### src/sv/bdte_pkg.sv
package bdte_pkg;

  // Datapath operations, one per sequencer step.
  typedef enum logic [4:0] {
    OP_NONE,
    OP_LOAD,
    OP_SEC_Q,
    OP_SEC_R,
    OP_MIN_Q,
    OP_MIN_R,
    OP_HOUR_Q,
    OP_HOUR_R,
    OP_MON_Q,
    OP_MON_R,
    OP_FWD,
    OP_BACK,
    OP_YDAY,
    OP_T1,
    OP_T2,
    OP_T3,
    OP_Y1,
    OP_Y2
  } dp_op_e;

  // Status from the datapath to the controller.
  typedef struct packed {
    logic day_over;
    logic day_under;
  } dp_sts_t;

  localparam logic [3:0] MONTH_LAST = 4'd11;

  // Reciprocal division: q = ((x + 64*d) * M) >> DIV_SHIFT, minus 64.
  localparam int unsigned DIV_SHIFT = 19;
  localparam logic [6:0]  DIV_SEC   = 7'd60;
  localparam logic [6:0]  DIV_HOUR  = 7'd24;
  localparam logic [6:0]  DIV_MON   = 7'd12;
  localparam logic [15:0] RECIP_SEC  = 16'd8739;
  localparam logic [15:0] RECIP_HOUR = 16'd21846;
  localparam logic [15:0] RECIP_MON  = 16'd43691;
  localparam logic [13:0] BIAS_SEC   = 14'd3840;
  localparam logic [13:0] BIAS_HOUR  = 14'd1536;
  localparam logic [13:0] BIAS_MON   = 14'd768;
  localparam logic [7:0]  BIAS_Q     = 8'd64;

  localparam logic [24:0] SECS_PER_MIN  = 25'd60;
  localparam logic [24:0] HOURS_PER_DAY = 25'd24;
  localparam logic signed [33:0] SECS_PER_YEAR = 34'sd31536000;
  localparam logic signed [33:0] SECS_PER_DAY  = 34'sd86400;
  localparam logic signed [10:0] EPOCH_YEAR    = 11'sd70;
  localparam logic signed [10:0] LEAP_BASE     = 11'sd69;

  function automatic logic [4:0] bdte_month_len(input logic [3:0] mon, input logic leap);
    logic [4:0] len;
    unique case (mon)
      4'd1:                      len = leap ? 5'd29 : 5'd28;
      4'd3, 4'd5, 4'd8, 4'd10:   len = 5'd30;
      default:                   len = 5'd31;
    endcase
    return len;
  endfunction

  // Days in the months before mon, in a common year.
  function automatic logic [8:0] bdte_days_before(input logic [3:0] mon);
    logic [8:0] days;
    unique case (mon)
      4'd0:    days = 9'd0;
      4'd1:    days = 9'd31;
      4'd2:    days = 9'd59;
      4'd3:    days = 9'd90;
      4'd4:    days = 9'd120;
      4'd5:    days = 9'd151;
      4'd6:    days = 9'd181;
      4'd7:    days = 9'd212;
      4'd8:    days = 9'd243;
      4'd9:    days = 9'd273;
      4'd10:   days = 9'd304;
      default: days = 9'd334;
    endcase
    return days;
  endfunction

endpackage

### src/sv/bdte_ctrl.sv
module bdte_ctrl (
  input  logic              clk_i,
  input  logic              rst_ni,
  input  logic              start,
  output logic              busy,
  output logic              done_o,
  input  bdte_pkg::dp_sts_t sts_i,
  output bdte_pkg::dp_op_e  op_o
);
  import bdte_pkg::*;

  localparam logic [4:0] ST_IDLE   = 5'd0;
  localparam logic [4:0] ST_SEC_Q  = 5'd1;
  localparam logic [4:0] ST_SEC_R  = 5'd2;
  localparam logic [4:0] ST_MIN_Q  = 5'd3;
  localparam logic [4:0] ST_MIN_R  = 5'd4;
  localparam logic [4:0] ST_HOUR_Q = 5'd5;
  localparam logic [4:0] ST_HOUR_R = 5'd6;
  localparam logic [4:0] ST_MON_Q  = 5'd7;
  localparam logic [4:0] ST_MON_R  = 5'd8;
  localparam logic [4:0] ST_FWD    = 5'd9;
  localparam logic [4:0] ST_BACK   = 5'd10;
  localparam logic [4:0] ST_YDAY   = 5'd11;
  localparam logic [4:0] ST_T1     = 5'd12;
  localparam logic [4:0] ST_T2     = 5'd13;
  localparam logic [4:0] ST_T3     = 5'd14;
  localparam logic [4:0] ST_Y1     = 5'd15;
  localparam logic [4:0] ST_Y2     = 5'd16;
  localparam logic [4:0] ST_DONE   = 5'd17;

  logic [4:0] state_q, state_d;

  always_ff @(posedge clk_i or negedge rst_ni) begin
    if (!rst_ni) begin
      state_q <= ST_IDLE;
    end else begin
      state_q <= state_d;
    end
  end

  always_comb begin
    state_d = state_q;
    op_o    = OP_NONE;
    unique case (state_q)
      ST_IDLE: begin
        if (start) begin
          op_o    = OP_LOAD;
          state_d = ST_SEC_Q;
        end
      end
      ST_SEC_Q:  begin op_o = OP_SEC_Q;  state_d = ST_SEC_R;  end
      ST_SEC_R:  begin op_o = OP_SEC_R;  state_d = ST_MIN_Q;  end
      ST_MIN_Q:  begin op_o = OP_MIN_Q;  state_d = ST_MIN_R;  end
      ST_MIN_R:  begin op_o = OP_MIN_R;  state_d = ST_HOUR_Q; end
      ST_HOUR_Q: begin op_o = OP_HOUR_Q; state_d = ST_HOUR_R; end
      ST_HOUR_R: begin op_o = OP_HOUR_R; state_d = ST_MON_Q;  end
      ST_MON_Q:  begin op_o = OP_MON_Q;  state_d = ST_MON_R;  end
      ST_MON_R:  begin op_o = OP_MON_R;  state_d = ST_FWD;    end
      ST_FWD: begin
        op_o = OP_FWD;
        if (!sts_i.day_over) begin
          state_d = ST_BACK;
        end
      end
      ST_BACK: begin
        op_o = OP_BACK;
        if (!sts_i.day_under) begin
          state_d = ST_YDAY;
        end
      end
      ST_YDAY:   begin op_o = OP_YDAY;   state_d = ST_T1;     end
      ST_T1:     begin op_o = OP_T1;     state_d = ST_T2;     end
      ST_T2:     begin op_o = OP_T2;     state_d = ST_T3;     end
      ST_T3:     begin op_o = OP_T3;     state_d = ST_Y1;     end
      ST_Y1:     begin op_o = OP_Y1;     state_d = ST_Y2;     end
      ST_Y2:     begin op_o = OP_Y2;     state_d = ST_DONE;   end
      ST_DONE:   begin                   state_d = ST_IDLE;   end
      default:   begin                   state_d = ST_IDLE;   end
    endcase
  end

  assign busy   = (state_q != ST_IDLE);
  assign done_o = (state_q == ST_DONE);

endmodule

### src/sv/bdte_datapath.sv
module bdte_datapath (
  input  logic                     clk_i,
  input  bdte_pkg::dp_op_e         op_i,
  input  logic signed [10:0]       second_in_i,
  input  logic signed [10:0]       minute_in_i,
  input  logic signed [10:0]       hour_in_i,
  input  logic signed [10:0]       day_in_i,
  input  logic signed [7:0]        month_in_i,
  input  logic        [7:0]        year_in_i,
  output bdte_pkg::dp_sts_t        sts_o,
  output logic        [5:0]        second_out_o,
  output logic        [5:0]        minute_out_o,
  output logic        [4:0]        hour_out_o,
  output logic        [4:0]        day_out_o,
  output logic        [3:0]        month_out_o,
  output logic signed [9:0]        year_out_o,
  output logic        [8:0]        day_of_year_o,
  output logic signed [33:0]       epoch_seconds_o
);
  import bdte_pkg::*;

  typedef enum logic [1:0] {
    SEL_SEC,
    SEL_MIN,
    SEL_HOUR,
    SEL_MON
  } div_sel_e;

  logic signed [12:0] sec_q, sec_d, min_q, min_d, hour_q, hour_d, mday_q, mday_d;
  logic signed [7:0]  mon_q, mon_d, q_q, q_d;
  logic signed [9:0]  year_q, year_d;
  logic        [8:0]  yday_q, yday_d;
  logic        [24:0] t_q, t_d;
  logic signed [33:0] acc_q, acc_d;

  div_sel_e           sel;
  logic signed [12:0] div_x;
  logic        [6:0]  div_k;
  logic        [15:0] recip;
  logic        [13:0] bias;
  logic        [13:0] x_biased;
  logic        [28:0] prod;
  logic signed [7:0]  q_div;
  logic signed [12:0] qk;
  logic signed [12:0] rem;

  logic               leap;
  logic        [4:0]  len_cur;
  logic        [3:0]  prev_mon;
  logic signed [9:0]  prev_year;
  logic        [4:0]  len_prev;
  logic signed [10:0] yr_rel70;
  logic signed [10:0] yr_rel69;
  logic signed [10:0] leap_days;

  // Select the field that the shared constant divider works on.
  always_comb begin
    unique case (op_i)
      OP_SEC_Q, OP_SEC_R:   sel = SEL_SEC;
      OP_MIN_Q, OP_MIN_R:   sel = SEL_MIN;
      OP_HOUR_Q, OP_HOUR_R: sel = SEL_HOUR;
      default:              sel = SEL_MON;
    endcase
    unique case (sel)
      SEL_SEC:  begin div_x = sec_q;  div_k = DIV_SEC;  recip = RECIP_SEC;  bias = BIAS_SEC;  end
      SEL_MIN:  begin div_x = min_q;  div_k = DIV_SEC;  recip = RECIP_SEC;  bias = BIAS_SEC;  end
      SEL_HOUR: begin div_x = hour_q; div_k = DIV_HOUR; recip = RECIP_HOUR; bias = BIAS_HOUR; end
      default:  begin
        div_x = {{5{mon_q[7]}}, mon_q};
        div_k = DIV_MON;
        recip = RECIP_MON;
        bias  = BIAS_MON;
      end
    endcase
  end

  // Bias to a non-negative value so the reciprocal gives a floor quotient.
  assign x_biased = {div_x[12], div_x} + bias;
  assign prod     = x_biased[12:0] * recip;
  assign q_div    = {1'b0, prod[DIV_SHIFT+6:DIV_SHIFT]} - BIAS_Q;
  assign qk       = $signed({{5{q_q[7]}}, q_q}) * $signed({6'd0, div_k});
  assign rem      = div_x - qk;

  assign leap      = (year_q[1:0] == 2'b00);
  assign len_cur   = bdte_month_len(mon_q[3:0], leap);
  assign prev_mon  = (mon_q[3:0] == 4'd0) ? MONTH_LAST : (mon_q[3:0] - 4'd1);
  assign prev_year = (mon_q[3:0] == 4'd0) ? (year_q - 10'sd1) : year_q;
  assign len_prev  = bdte_month_len(prev_mon, prev_year[1:0] == 2'b00);

  assign sts_o.day_over  = (mday_q > $signed({8'd0, len_cur}));
  assign sts_o.day_under = mday_q[12] || (mday_q == 13'sd0);

  assign yr_rel70  = {year_q[9], year_q} - EPOCH_YEAR;
  assign yr_rel69  = {year_q[9], year_q} - LEAP_BASE;
  // Truncating division by four: round negative values toward zero.
  assign leap_days = yr_rel69[10] ? ((yr_rel69 + 11'sd3) >>> 2) : (yr_rel69 >>> 2);

  always_comb begin
    sec_d  = sec_q;
    min_d  = min_q;
    hour_d = hour_q;
    mday_d = mday_q;
    mon_d  = mon_q;
    year_d = year_q;
    q_d    = q_q;
    yday_d = yday_q;
    t_d    = t_q;
    acc_d  = acc_q;
    unique case (op_i)
      OP_LOAD: begin
        sec_d  = {{2{second_in_i[10]}}, second_in_i};
        min_d  = {{2{minute_in_i[10]}}, minute_in_i};
        hour_d = {{2{hour_in_i[10]}}, hour_in_i};
        mday_d = {{2{day_in_i[10]}}, day_in_i};
        mon_d  = month_in_i;
        year_d = {2'b00, year_in_i};
      end
      OP_SEC_Q, OP_MIN_Q, OP_HOUR_Q, OP_MON_Q: q_d = q_div;
      OP_SEC_R: begin
        sec_d = rem;
        min_d = min_q + {{5{q_q[7]}}, q_q};
      end
      OP_MIN_R: begin
        min_d  = rem;
        hour_d = hour_q + {{5{q_q[7]}}, q_q};
      end
      OP_HOUR_R: begin
        hour_d = rem;
        mday_d = mday_q + {{5{q_q[7]}}, q_q};
      end
      OP_MON_R: begin
        mon_d  = rem[7:0];
        year_d = year_q + {{2{q_q[7]}}, q_q};
      end
      OP_FWD: begin
        if (sts_o.day_over) begin
          mday_d = mday_q - $signed({8'd0, len_cur});
          if (mon_q[3:0] == MONTH_LAST) begin
            mon_d  = 8'sd0;
            year_d = year_q + 10'sd1;
          end else begin
            mon_d = mon_q + 8'sd1;
          end
        end
      end
      OP_BACK: begin
        if (sts_o.day_under) begin
          mon_d  = {4'd0, prev_mon};
          year_d = prev_year;
          mday_d = mday_q + $signed({8'd0, len_prev});
        end
      end
      OP_YDAY: begin
        yday_d = bdte_days_before(mon_q[3:0])
               + {8'd0, (leap && (mon_q[3:0] > 4'd1))}
               + mday_q[8:0] - 9'd1;
      end
      OP_T1: t_d = {20'd0, hour_q[4:0]} + {16'd0, yday_q} * HOURS_PER_DAY;
      OP_T2: t_d = t_q * SECS_PER_MIN + {19'd0, min_q[5:0]};
      OP_T3: t_d = t_q * SECS_PER_MIN + {19'd0, sec_q[5:0]};
      OP_Y1: acc_d = 34'(yr_rel70) * SECS_PER_YEAR + $signed({9'd0, t_q});
      OP_Y2: acc_d = acc_q + 34'(leap_days) * SECS_PER_DAY;
      default: ;
    endcase
  end

  always_ff @(posedge clk_i) begin
    sec_q  <= sec_d;
    min_q  <= min_d;
    hour_q <= hour_d;
    mday_q <= mday_d;
    mon_q  <= mon_d;
    year_q <= year_d;
    q_q    <= q_d;
    yday_q <= yday_d;
    t_q    <= t_d;
    acc_q  <= acc_d;
  end

  assign second_out_o    = sec_q[5:0];
  assign minute_out_o    = min_q[5:0];
  assign hour_out_o      = hour_q[4:0];
  assign day_out_o       = mday_q[4:0];
  assign month_out_o     = mon_q[3:0];
  assign year_out_o      = year_q;
  assign day_of_year_o   = yday_q;
  assign epoch_seconds_o = acc_q;

endmodule

### src/sv/broken_down_time_to_epoch.sv
// Broken-down time to epoch seconds. A transfer starts at a rising edge with
// start high and busy low; busy then stays high until the result is shown.
// The result is marked by done_o, high for exactly one cycle, and the
// receiver cannot stall it: capture it in that cycle. The field ports hold
// the result until the next accepted start. A conversion runs the floor
// divisions by 60, 60, 24 and 12 through one shared reciprocal multiplier,
// each as a quotient step and a remainder step, then fits the day into its
// month by stepping months forward and backward (no steps for in-range
// dates), one month per cycle, and ends with the day of year and the
// seconds accumulation. A new start is taken in the cycle after done_o.
module broken_down_time_to_epoch (
  input  logic               clk_i,
  input  logic               rst_ni,
  input  logic               start,
  output logic               busy,
  input  logic signed [10:0] second_in_i,
  input  logic signed [10:0] minute_in_i,
  input  logic signed [10:0] hour_in_i,
  input  logic signed [10:0] day_in_i,
  input  logic signed [7:0]  month_in_i,
  input  logic        [7:0]  year_in_i,
  output logic               done_o,
  output logic        [5:0]  second_out_o,
  output logic        [5:0]  minute_out_o,
  output logic        [4:0]  hour_out_o,
  output logic        [4:0]  day_out_o,
  output logic        [3:0]  month_out_o,
  output logic signed [9:0]  year_out_o,
  output logic        [8:0]  day_of_year_o,
  output logic signed [33:0] epoch_seconds_o
);
  import bdte_pkg::*;

  dp_op_e  op;
  dp_sts_t sts;

  // Sequencer: steps through the carries, loops on the day fit, then forms the day of year and the seconds.
  bdte_ctrl u_ctrl (
    .clk_i  (clk_i),
    .rst_ni (rst_ni),
    .start  (start),
    .busy   (busy),
    .done_o (done_o),
    .sts_i  (sts),
    .op_o   (op)
  );

  // Datapath: working registers double as the result registers.
  bdte_datapath u_datapath (
    .clk_i           (clk_i),
    .op_i            (op),
    .second_in_i     (second_in_i),
    .minute_in_i     (minute_in_i),
    .hour_in_i       (hour_in_i),
    .day_in_i        (day_in_i),
    .month_in_i      (month_in_i),
    .year_in_i       (year_in_i),
    .sts_o           (sts),
    .second_out_o    (second_out_o),
    .minute_out_o    (minute_out_o),
    .hour_out_o      (hour_out_o),
    .day_out_o       (day_out_o),
    .month_out_o     (month_out_o),
    .year_out_o      (year_out_o),
    .day_of_year_o   (day_of_year_o),
    .epoch_seconds_o (epoch_seconds_o)
  );

endmodule

### config.mk
export PLATFORM = sky130hd
export DESIGN_NAME = broken_down_time_to_epoch
export DESIGN_NICKNAME = d
export VERILOG_FILES = /design/src/sv/bdte_pkg.sv /design/src/sv/bdte_ctrl.sv /design/src/sv/bdte_datapath.sv /design/src/sv/broken_down_time_to_epoch.sv
export SDC_FILE = /design/constraint.sdc
export NUM_CORES = 1
export LEC_CHECK = 0
export BUFFER_PORTS_ARGS = -buffer_cell sky130_fd_sc_hd__buf_2
export CAP_MARGIN = 20
export CORE_AREA = 2 2 200 202
export CTS_BUF_LIST = sky130_fd_sc_hd__clkbuf_2 sky130_fd_sc_hd__clkbuf_4 sky130_fd_sc_hd__clkbuf_8
export CTS_CLUSTER_DIAMETER = 40
export DETAILED_ROUTE_END_ITERATION = 16
export DIE_AREA = 0 0 202 204
export PLACE_DENSITY_LB_ADDON = 0.05
export SYNTH_ARGS = -nofsm -noshare
export SYNTH_HDL_FRONTEND = slang
export SYNTH_SLANG_ARGS = --single-unit
export TNS_END_PERCENT = 10
### constraint.sdc
create_clock -name clk_i -period 26 [get_ports clk_i]
set_input_delay 1.3 -clock clk_i [delete_from_list [all_inputs] [get_ports clk_i]]
set_output_delay 1.3 -clock clk_i [all_outputs]
set_load 0.02 [all_outputs]
Yosys cells after proc, flatten, opt, wreduce, memory -nomap -nowiden:

Memory sizes are Yosys's and may differ from the RTL's. A register that Yosys moved wholly into a read port is not among the register bits.
Cells that the tools add are included.

* register bits after elaboration: 151
* bits in latches: 0
* bits in writable memories: 0
* memory bits (read-only): 144
* input port bits: 63
* output and inout bits: 81
* logic and storage cells: 163
* memories: 1

Memory list
* (no name shown): words 16, bits a word 9, read ports 1, clocked after memory_dff 1, write ports 0, RTL line bdte_pkg.sv:66 `unique case (mon)`

* add/sub/neg operators: 24
* $mul: 6
* divide/modulo/power cells: 0
* magnitude comparators: 2
* equal/unequal tests: 54
* shifts and indexed selects: 0
* muxes and demuxes: 36
* bitwise logic cells: 0
* reductions and logical operators: 28

Operator list (number)
* 5-bit case mux with 17 select lines: 2
* 13-bit case mux with 3 select lines: 3
* 5-bit by 4-bit equality test with 1-bit output, second input constant: 16
* 25-bit case mux with 3 select lines: 1
* 34-bit case mux with 2 select lines: 1
* 13-bit adder: 4
* 13-bit case mux with 4 select lines: 1
* 25-bit by 6-bit adder with 25-bit output: 2
* 5-bit by 3-bit equality test with 1-bit output, second input constant: 8
* 10-bit 2-to-1 mux: 4
* 10-bit case mux with 4 select lines: 1
* 34-bit by 26-bit adder with 34-bit output: 1
* 34-bit adder: 1
* 16-bit case mux with 2 select lines: 1
* 8-bit case mux with 4 select lines: 1
* 11-bit by 19-bit multiplier with 27-bit output, second input constant: 1
* 13-bit by 16-bit multiplier with 26-bit output: 1
* 13-bit 2-to-1 mux: 2
* 13-bit case mux with 2 select lines: 1
* 25-bit by 4-bit multiplier with 23-bit output, second input constant: 1
* 8-bit 2-to-1 mux: 3
* 12-bit case mux with 2 select lines: 1
* 11-bit by 11-bit multiplier with 22-bit output, second input constant: 1
* 10-bit by 8-bit subtractor with 11-bit output, second input constant: 2
* 52 further kinds: 90

Logic depth before layout (Yosys ltp):

* depth after elaboration: 12
* mapped depth: 38
* gate-level depth less buffers: 37

By module:

Synthesis repeated with hierarchy kept, for this count alone.

* cells, all modules: 2972
* area, all modules: 26903.3 µm²

Modules (own cells, without submodules)
* bdte_datapath: times used 1, cells each 2932, area an instance 26551.7 µm², sequential area each 4534.3 µm²
* bdte_ctrl: times used 1, cells each 40, area an instance 351.6 µm², sequential area each 125.1 µm²

Worst setup path before layout:

OpenSTA, ideal clock, no wires.

* path kind: register to register
* start: reg u_datapath.year_q[0], in the netlist u_datapath.year_out_o[0]
* end: reg u_datapath.acc_q[33], in the netlist u_datapath.epoch_seconds_o[33], data pin
* setup time: 267 ps
* data arrival time: 8579 ps
* required time: 25733 ps
* path slack: 17154 ps
* cell stages (with the launch flop): 34
* buffers on the path: 1
* clock period less this slack: 8846 ps
* path through: edfxtp_1 -> clkbuf_1 -> inv_1 -> ha_1 -> nand2b_1 -> nor2b_1 -> o22ai_1 -> and3_1 -> o21ai_0 -> a31oi_1 -> inv_1 -> ha_1 -> ha_1 -> inv_1 -> fa_1 -> inv_1 -> ha_1 -> inv_1 -> fa_1 -> inv_1 -> ha_1 -> a21o_1 -> a21o_1 -> xor2_1 -> ha_1 -> a2111oi_0 -> a221oi_1 -> nand4_1 -> a21oi_1 -> a41o_1 -> o41ai_1 -> o21a_1 -> xnor2_1 -> mux2i_1

* longest elaborated chain between the ends: 6
* elaborated cells between the ends (all ways): 9
* those cells by class: add/sub (5); mul (2); mux (2)

RTL lines
* from (decl): RTL line bdte_datapath.sv:31 `logic signed [9:0] year_q, year_d;`
* from (signal assigned): RTL line bdte_datapath.sv:173 `year_q <= year_d;`
* 10-bit by 8-bit subtractor with 11-bit output: RTL line bdte_datapath.sv:94 `assign yr_rel69 = {year_q[9], year_q} - LEAP_BASE;`
* 11-bit by 3-bit adder with 11-bit output: RTL line bdte_datapath.sv:96 `assign leap_days = yr_rel69[10] ? ((yr_rel69 + 11'sd3) >>> 2) : (yr_rel69 >>> 2);`
* 11-bit 2-to-1 mux: RTL line bdte_datapath.sv:96
* 11-bit by 11-bit multiplier with 22-bit output: RTL line bdte_datapath.sv:162 `OP_Y2: acc_d = acc_q + 34'(leap_days) * SECS_PER_DAY;`
* 34-bit adder: RTL line bdte_datapath.sv:162
* 34-bit case mux with 2 select lines (*): RTL line bdte_datapath.sv:109 `unique case (op_i)`
* net u_datapath.acc_d[33]: RTL line bdte_datapath.sv:34 `logic signed [33:0] acc_q, acc_d;`
* to (signal assigned): RTL line bdte_datapath.sv:177 `acc_q <= acc_d;`
* to (decl): RTL line bdte_datapath.sv:34

The timed path passes the listed nets; every way through them passes the cells marked *.
A chain may end at the register's enable or synchronous reset.

Worst setup path in the final report:

Ends and elaborated chain as after synthesis.

==> out/qor.json <==
{
  "finalWeightedCongestion": {"value": 0.983},
  "worst-endpoint-arrival": {"value": 9.89, "unit": "ns"},
  "synth_mux_area_share": {"value": 0.947, "unit": "%"},
  "clockBufferDepth": {"value": 2},
  "cts_max_level": {"value": 4},
  "drt-initial-drc-count": {"value": 1943},
  "critical_path_class": {"value": "flip-flop to flip-flop"},
  "worstSetupStartpointType": {"value": "flip-flop"},
  "main_combinational_cell_family_by_area_after_synthesis": {"value": "adder cells"},
  "postRouteAntennaNets": {"value": 0},
  "finish.instance_area": {"value": 28400, "unit": "sq um"},
  "grt_first_pass_wirelength": {"value": 118, "unit": "mm"},
  "grt_max_degree": {"value": 58},
  "layout_min_cycle_time": {"value": 9.62, "unit": "ns"},
  "start_util": {"value": 68.8, "unit": "%"},
  "timing.critical_path.required": {"value": 26.26, "unit": "ns"},
  "core_region_area": {"value": 39200, "unit": "sq um"},
  "routed_wl": {"value": 74.5, "unit": "mm"},
  "cts_buffers": {"value": 17},
  "period_share": {"value": 37.0, "unit": "%"},
  "synth_xor_xnor_area_share": {"value": 8.01, "unit": "%"},
  "globalRoute.totalOverflow": {"value": 0},
  "clock_tree_from_tritoncts": {"value": "done"},
  "cts_root_buffer": {"value": "sky130_fd_sc_hd__clkbuf_8"},
  "end_kind": {"value": "flip-flop"},
  "post_drt_via_cell_ratio": {"value": 6.18},
  "cts.clk_slew.worst_paths": {"value": 0.11, "unit": "ns"},
  "yosys.area_share.simple": {"value": 12.0, "unit": "%"},
  "dr_total_vias": {"value": 22423},
  "setup_tns": {"value": 0, "unit": "ns"},
  "drive_above_1_share": {"value": 7.77, "unit": "%"},
  "unrepaired_setup_endpoints_after_global_routing": {"value": "false"},
  "first_global_vias": {"value": 22612},
  "syn-num-nets": {"value": 3712},
  "wire_per_inst": {"value": 20.5, "unit": "um"},
  "outcome": {"value": "finished, final reports clean"},
  "synth.ff_latch_count": {"value": 159},
  "drt_pre_antenna_iters": {"value": 6},
  "half_perimeter_wire_length_of_the_detailed_placement_result": {"value": 61.2, "unit": "mm"},
  "synth_area": {"value": 27000, "unit": "sq um"},
  "cp_common_cell": {"value": "sky130_fd_sc_hd__ha_1"},
  "hold_viol": {"value": 0},
  "whs": {"value": 0.547, "unit": "ns"},
  "tightest_slew": {"value": 1.09, "unit": "ns"},
  "final.setup_skew": {"value": 0.0228, "unit": "ns"},
  "fp-row-count": {"value": 73},
  "cts_repair_resize_count": {"value": 0},
  "cts.repair_timing.setup_buffer_count": {"value": 0},
  "postSynth.asyncResetShare": {"value": 3.14, "unit": "%"},
  "io_pins": {"value": 144},
  "post_cts_hold_buffer_count": {"value": 0},
  "timing.final.max_slew_violations": {"value": 0},
  "yosys.area_share.adder": {"value": 36.8, "unit": "%"},
  "grt_antenna_before_repair": {"value": 1},
  "ys_types": {"value": 87},
  "synth_ff_type": {"value": "sky130_fd_sc_hd__edfxtp_1"},
  "timing.critical_path.slowest_cell_delay": {"value": 0.84, "unit": "ns"},
  "max_cap_viol_count": {"value": 0},
  "postSynthAreaPerCell": {"value": 8.98, "unit": "sq um"},
  "die_x": {"value": 202, "unit": "um"},
  "area_delta_synth_final": {"value": 5.48, "unit": "%"},
  "setup_violating_endpoint_count_in_the_final_report": {"value": 0},
  "synth-seq-area-share": {"value": 17.3, "unit": "%"},
  "synth-edff-count": {"value": 145},
  "synth_compound_area_share": {"value": 16.3, "unit": "%"},
  "slowest_stage": {"value": "sky130_fd_sc_hd__edfxtp_1"},
  "hold_path_class": {"value": "input port to asynchronous set/reset pin"},
  "portBuffers": {"value": 143},
  "synthesis.yosys.warnings": {"value": 0},
  "postPlaceCellArea": {"value": 28000, "unit": "sq um"},
  "clk_latency_worst_skew_pair": {"value": 0.54, "unit": "ns"},
  "antenna-diode-count": {"value": 0},
  "cts.sinks": {"value": 159},
  "num-nets-final": {"value": 3799},
  "timing.fmax": {"value": 0.104, "unit": "GHz"},
  "critical_path_peak_fanout": {"value": 19},
  "route.detailed.drc": {"value": 0},
  "die_ar": {"value": 41200, "unit": "sq um"},
  "synthCells": {"value": 3003},
  "grt_usage": {"value": 36.7, "unit": "%"},
  "slew-limit-headroom": {"value": 25.4, "unit": "%"},
  "die_h": {"value": 204, "unit": "um"}
}
## cell type report
cell class / instances / area (sq um)
Fill cell: 3048 / 10800
Multi-Input combinational cell: 2255 / 20000
Tap cell: 525 / 657
Timing Repair Buffer: 166 / 888
Clock buffer: 18 / 241
Clock inverter: 14 / 148
Inverter: 491 / 1840
Sequential cell: 159 / 4660
## cells in the final DEF (no fill, tap or decap), drive strengths merged, types with 8 or more instances in the layout
cell and count:
o31ai 11, inv 499, xor2 86, a21o 72, nand2b 28, a221oi 10
o21bai 30, nand3 53, mux2 10, buf 166, o21ai 147, or2 13
mux2i 13, dfxtp 9, a31oi 17, nand2 192, and2 40, a21oi 174
xnor2 158, a221o 12, o221ai 21, nor3 47, clkbuf 18, a22oi 27
o21a 28, a2111oi 8, nand4 10, a211oi 18, ha 401, nor2 179
or3 12, nor2b 23, and3 29, nor4 14, fa 245, nor3b 9
edfxtp 145, o211ai 8, a21boi 11
## per-layer routing
metal,share of wire [%],track usage (%),routed length [um],vias up
li1,-,-,-,10442
met1,39,45.0,29200,10769
met3,7.4,5.60,5520,235
met4,5.4,18.4,4050,2
met2,48,63.0,35700,975
met5,0.015,0,11,-
## worst paths after layout
kind                            slack [ns]                          startpoint  depth (start not counted)                                        to
worst max-delay path                 16.38  u_datapath.year_out_o[0]$_DFFE_PP_                         32  u_datapath.epoch_seconds_o[33]$_DFFE_PP_
worst min-delay path                  0.55                              rst_ni                          1             u_ctrl.state_q[3]$_DFFE_PN0P_
worst max register to register       16.38  u_datapath.year_out_o[0]$_DFFE_PP_                         32  u_datapath.epoch_seconds_o[33]$_DFFE_PP_
worst min register to register        0.60                           flip-flop                          1     u_datapath.day_of_year_o[0]$_DFFE_PN_
max in group asynchronous            25.33                              rst_ni                          1             u_ctrl.state_q[4]$_DFFE_PN0P_
min in group clk_i                    0.60                           flip-flop                          1     u_datapath.day_of_year_o[0]$_DFFE_PN_
## worst max-delay path, delay by kind of cell (launching register included)
family	cells	cell delay (ns)
simple gates	5	1.14
fa+ha+maj	6	2.26
buf+inv	4	0.61
compound gates	14	4.15
xor+xnor	2	0.26
flops	1	0.84
mux	1	0.08
## metrics by stage
stage	setup slack, ns	utilization (%)	std cells
3_5_place_dp	16.52	71.6	3596
5_1_grt	15.59	72.6	3628
4_1_cts	16.42	72.6	3628
2_1_floorplan	17.15	-	3003
6_report	16.38	72.6	3628
3_3_place_gp	16.91	71.6	3596
## state kept, by name, indices dropped and copies added (netlist names), named ones only
register and cells:
u_ctrl.state_q 5, u_datapath.day_of_year_o 9, u_datapath.epoch_seconds_o 34, u_datapath.hour_q 13, u_datapath.mday_q 13, u_datapath.min_q 13, u_datapath.mon_q 8, u_datapath.q_q 7
u_datapath.sec_q 13, u_datapath.t_q 25, u_datapath.year_out_o 10
## kinds of logic (layout without fill, tap and decap cells)
| family | Yosys count | in the layout |
|---|---|---|
| adders and majority gates | 646 | 646 |
| DFF | 159 | 159 |
| buffers and inverters | 589 | 689 |
| xor gates and xnor gates | 245 | 245 |
| AOI/OAI and AO/OA | 668 | 668 |
| muxes | 23 | 23 |
| and+or+nand+nor | 673 | 673 |
## synth_stat cells (7+ instances only)
cell type                   count  area share, %
sky130_fd_sc_hd__inv_1        489            6.8
sky130_fd_sc_hd__ha_1         401             19
sky130_fd_sc_hd__fa_1         245             18
sky130_fd_sc_hd__nand2_1      192            2.7
sky130_fd_sc_hd__nor2_1       177            2.5
sky130_fd_sc_hd__a21oi_1      174            3.2
sky130_fd_sc_hd__xnor2_1      158            5.1
sky130_fd_sc_hd__o21ai_0      147            2.7
sky130_fd_sc_hd__edfxtp_1     145             16
sky130_fd_sc_hd__xor2_1        86            2.8
sky130_fd_sc_hd__a21o_1        72            2.0
sky130_fd_sc_hd__clkbuf_1      61           0.85
sky130_fd_sc_hd__nand3_1       53           0.98
sky130_fd_sc_hd__nor3_1        47           0.87
sky130_fd_sc_hd__and2_1        40           0.93
sky130_fd_sc_hd__o21bai_1      30           0.84
sky130_fd_sc_hd__and3_1        29           0.67
sky130_fd_sc_hd__nand2b_1      28           0.65
sky130_fd_sc_hd__o21a_1        28           0.78
sky130_fd_sc_hd__a22oi_1       27           0.75
sky130_fd_sc_hd__buf_4         27           0.75
sky130_fd_sc_hd__nor2b_1       22           0.51
sky130_fd_sc_hd__o221ai_1      20           0.65
sky130_fd_sc_hd__a211oi_1      18           0.50
sky130_fd_sc_hd__a31oi_1       16           0.37
sky130_fd_sc_hd__nor4_1        13           0.30
sky130_fd_sc_hd__a221o_1       12           0.45
sky130_fd_sc_hd__mux2i_1       12           0.45
sky130_fd_sc_hd__or2_2         12           0.28
sky130_fd_sc_hd__or3_1         12           0.28
sky130_fd_sc_hd__a21boi_0      11           0.31
sky130_fd_sc_hd__o31ai_1       11           0.31
sky130_fd_sc_hd__a221oi_1      10           0.32
sky130_fd_sc_hd__mux2_2        10           0.42
sky130_fd_sc_hd__nand4_1       10           0.23
sky130_fd_sc_hd__dfxtp_1        9           0.67
sky130_fd_sc_hd__nor3b_1        9           0.25
sky130_fd_sc_hd__o211ai_1       8           0.22
sky130_fd_sc_hd__a2111oi_0      7           0.23
sky130_fd_sc_hd__a211o_1        7           0.23
sky130_fd_sc_hd__a311oi_1       7           0.23
sky130_fd_sc_hd__o31a_1         7           0.23
Power is left out: the tool's default activity adds up to more than one toggle a clock period on the data nets, which glitch-free logic cannot reach.
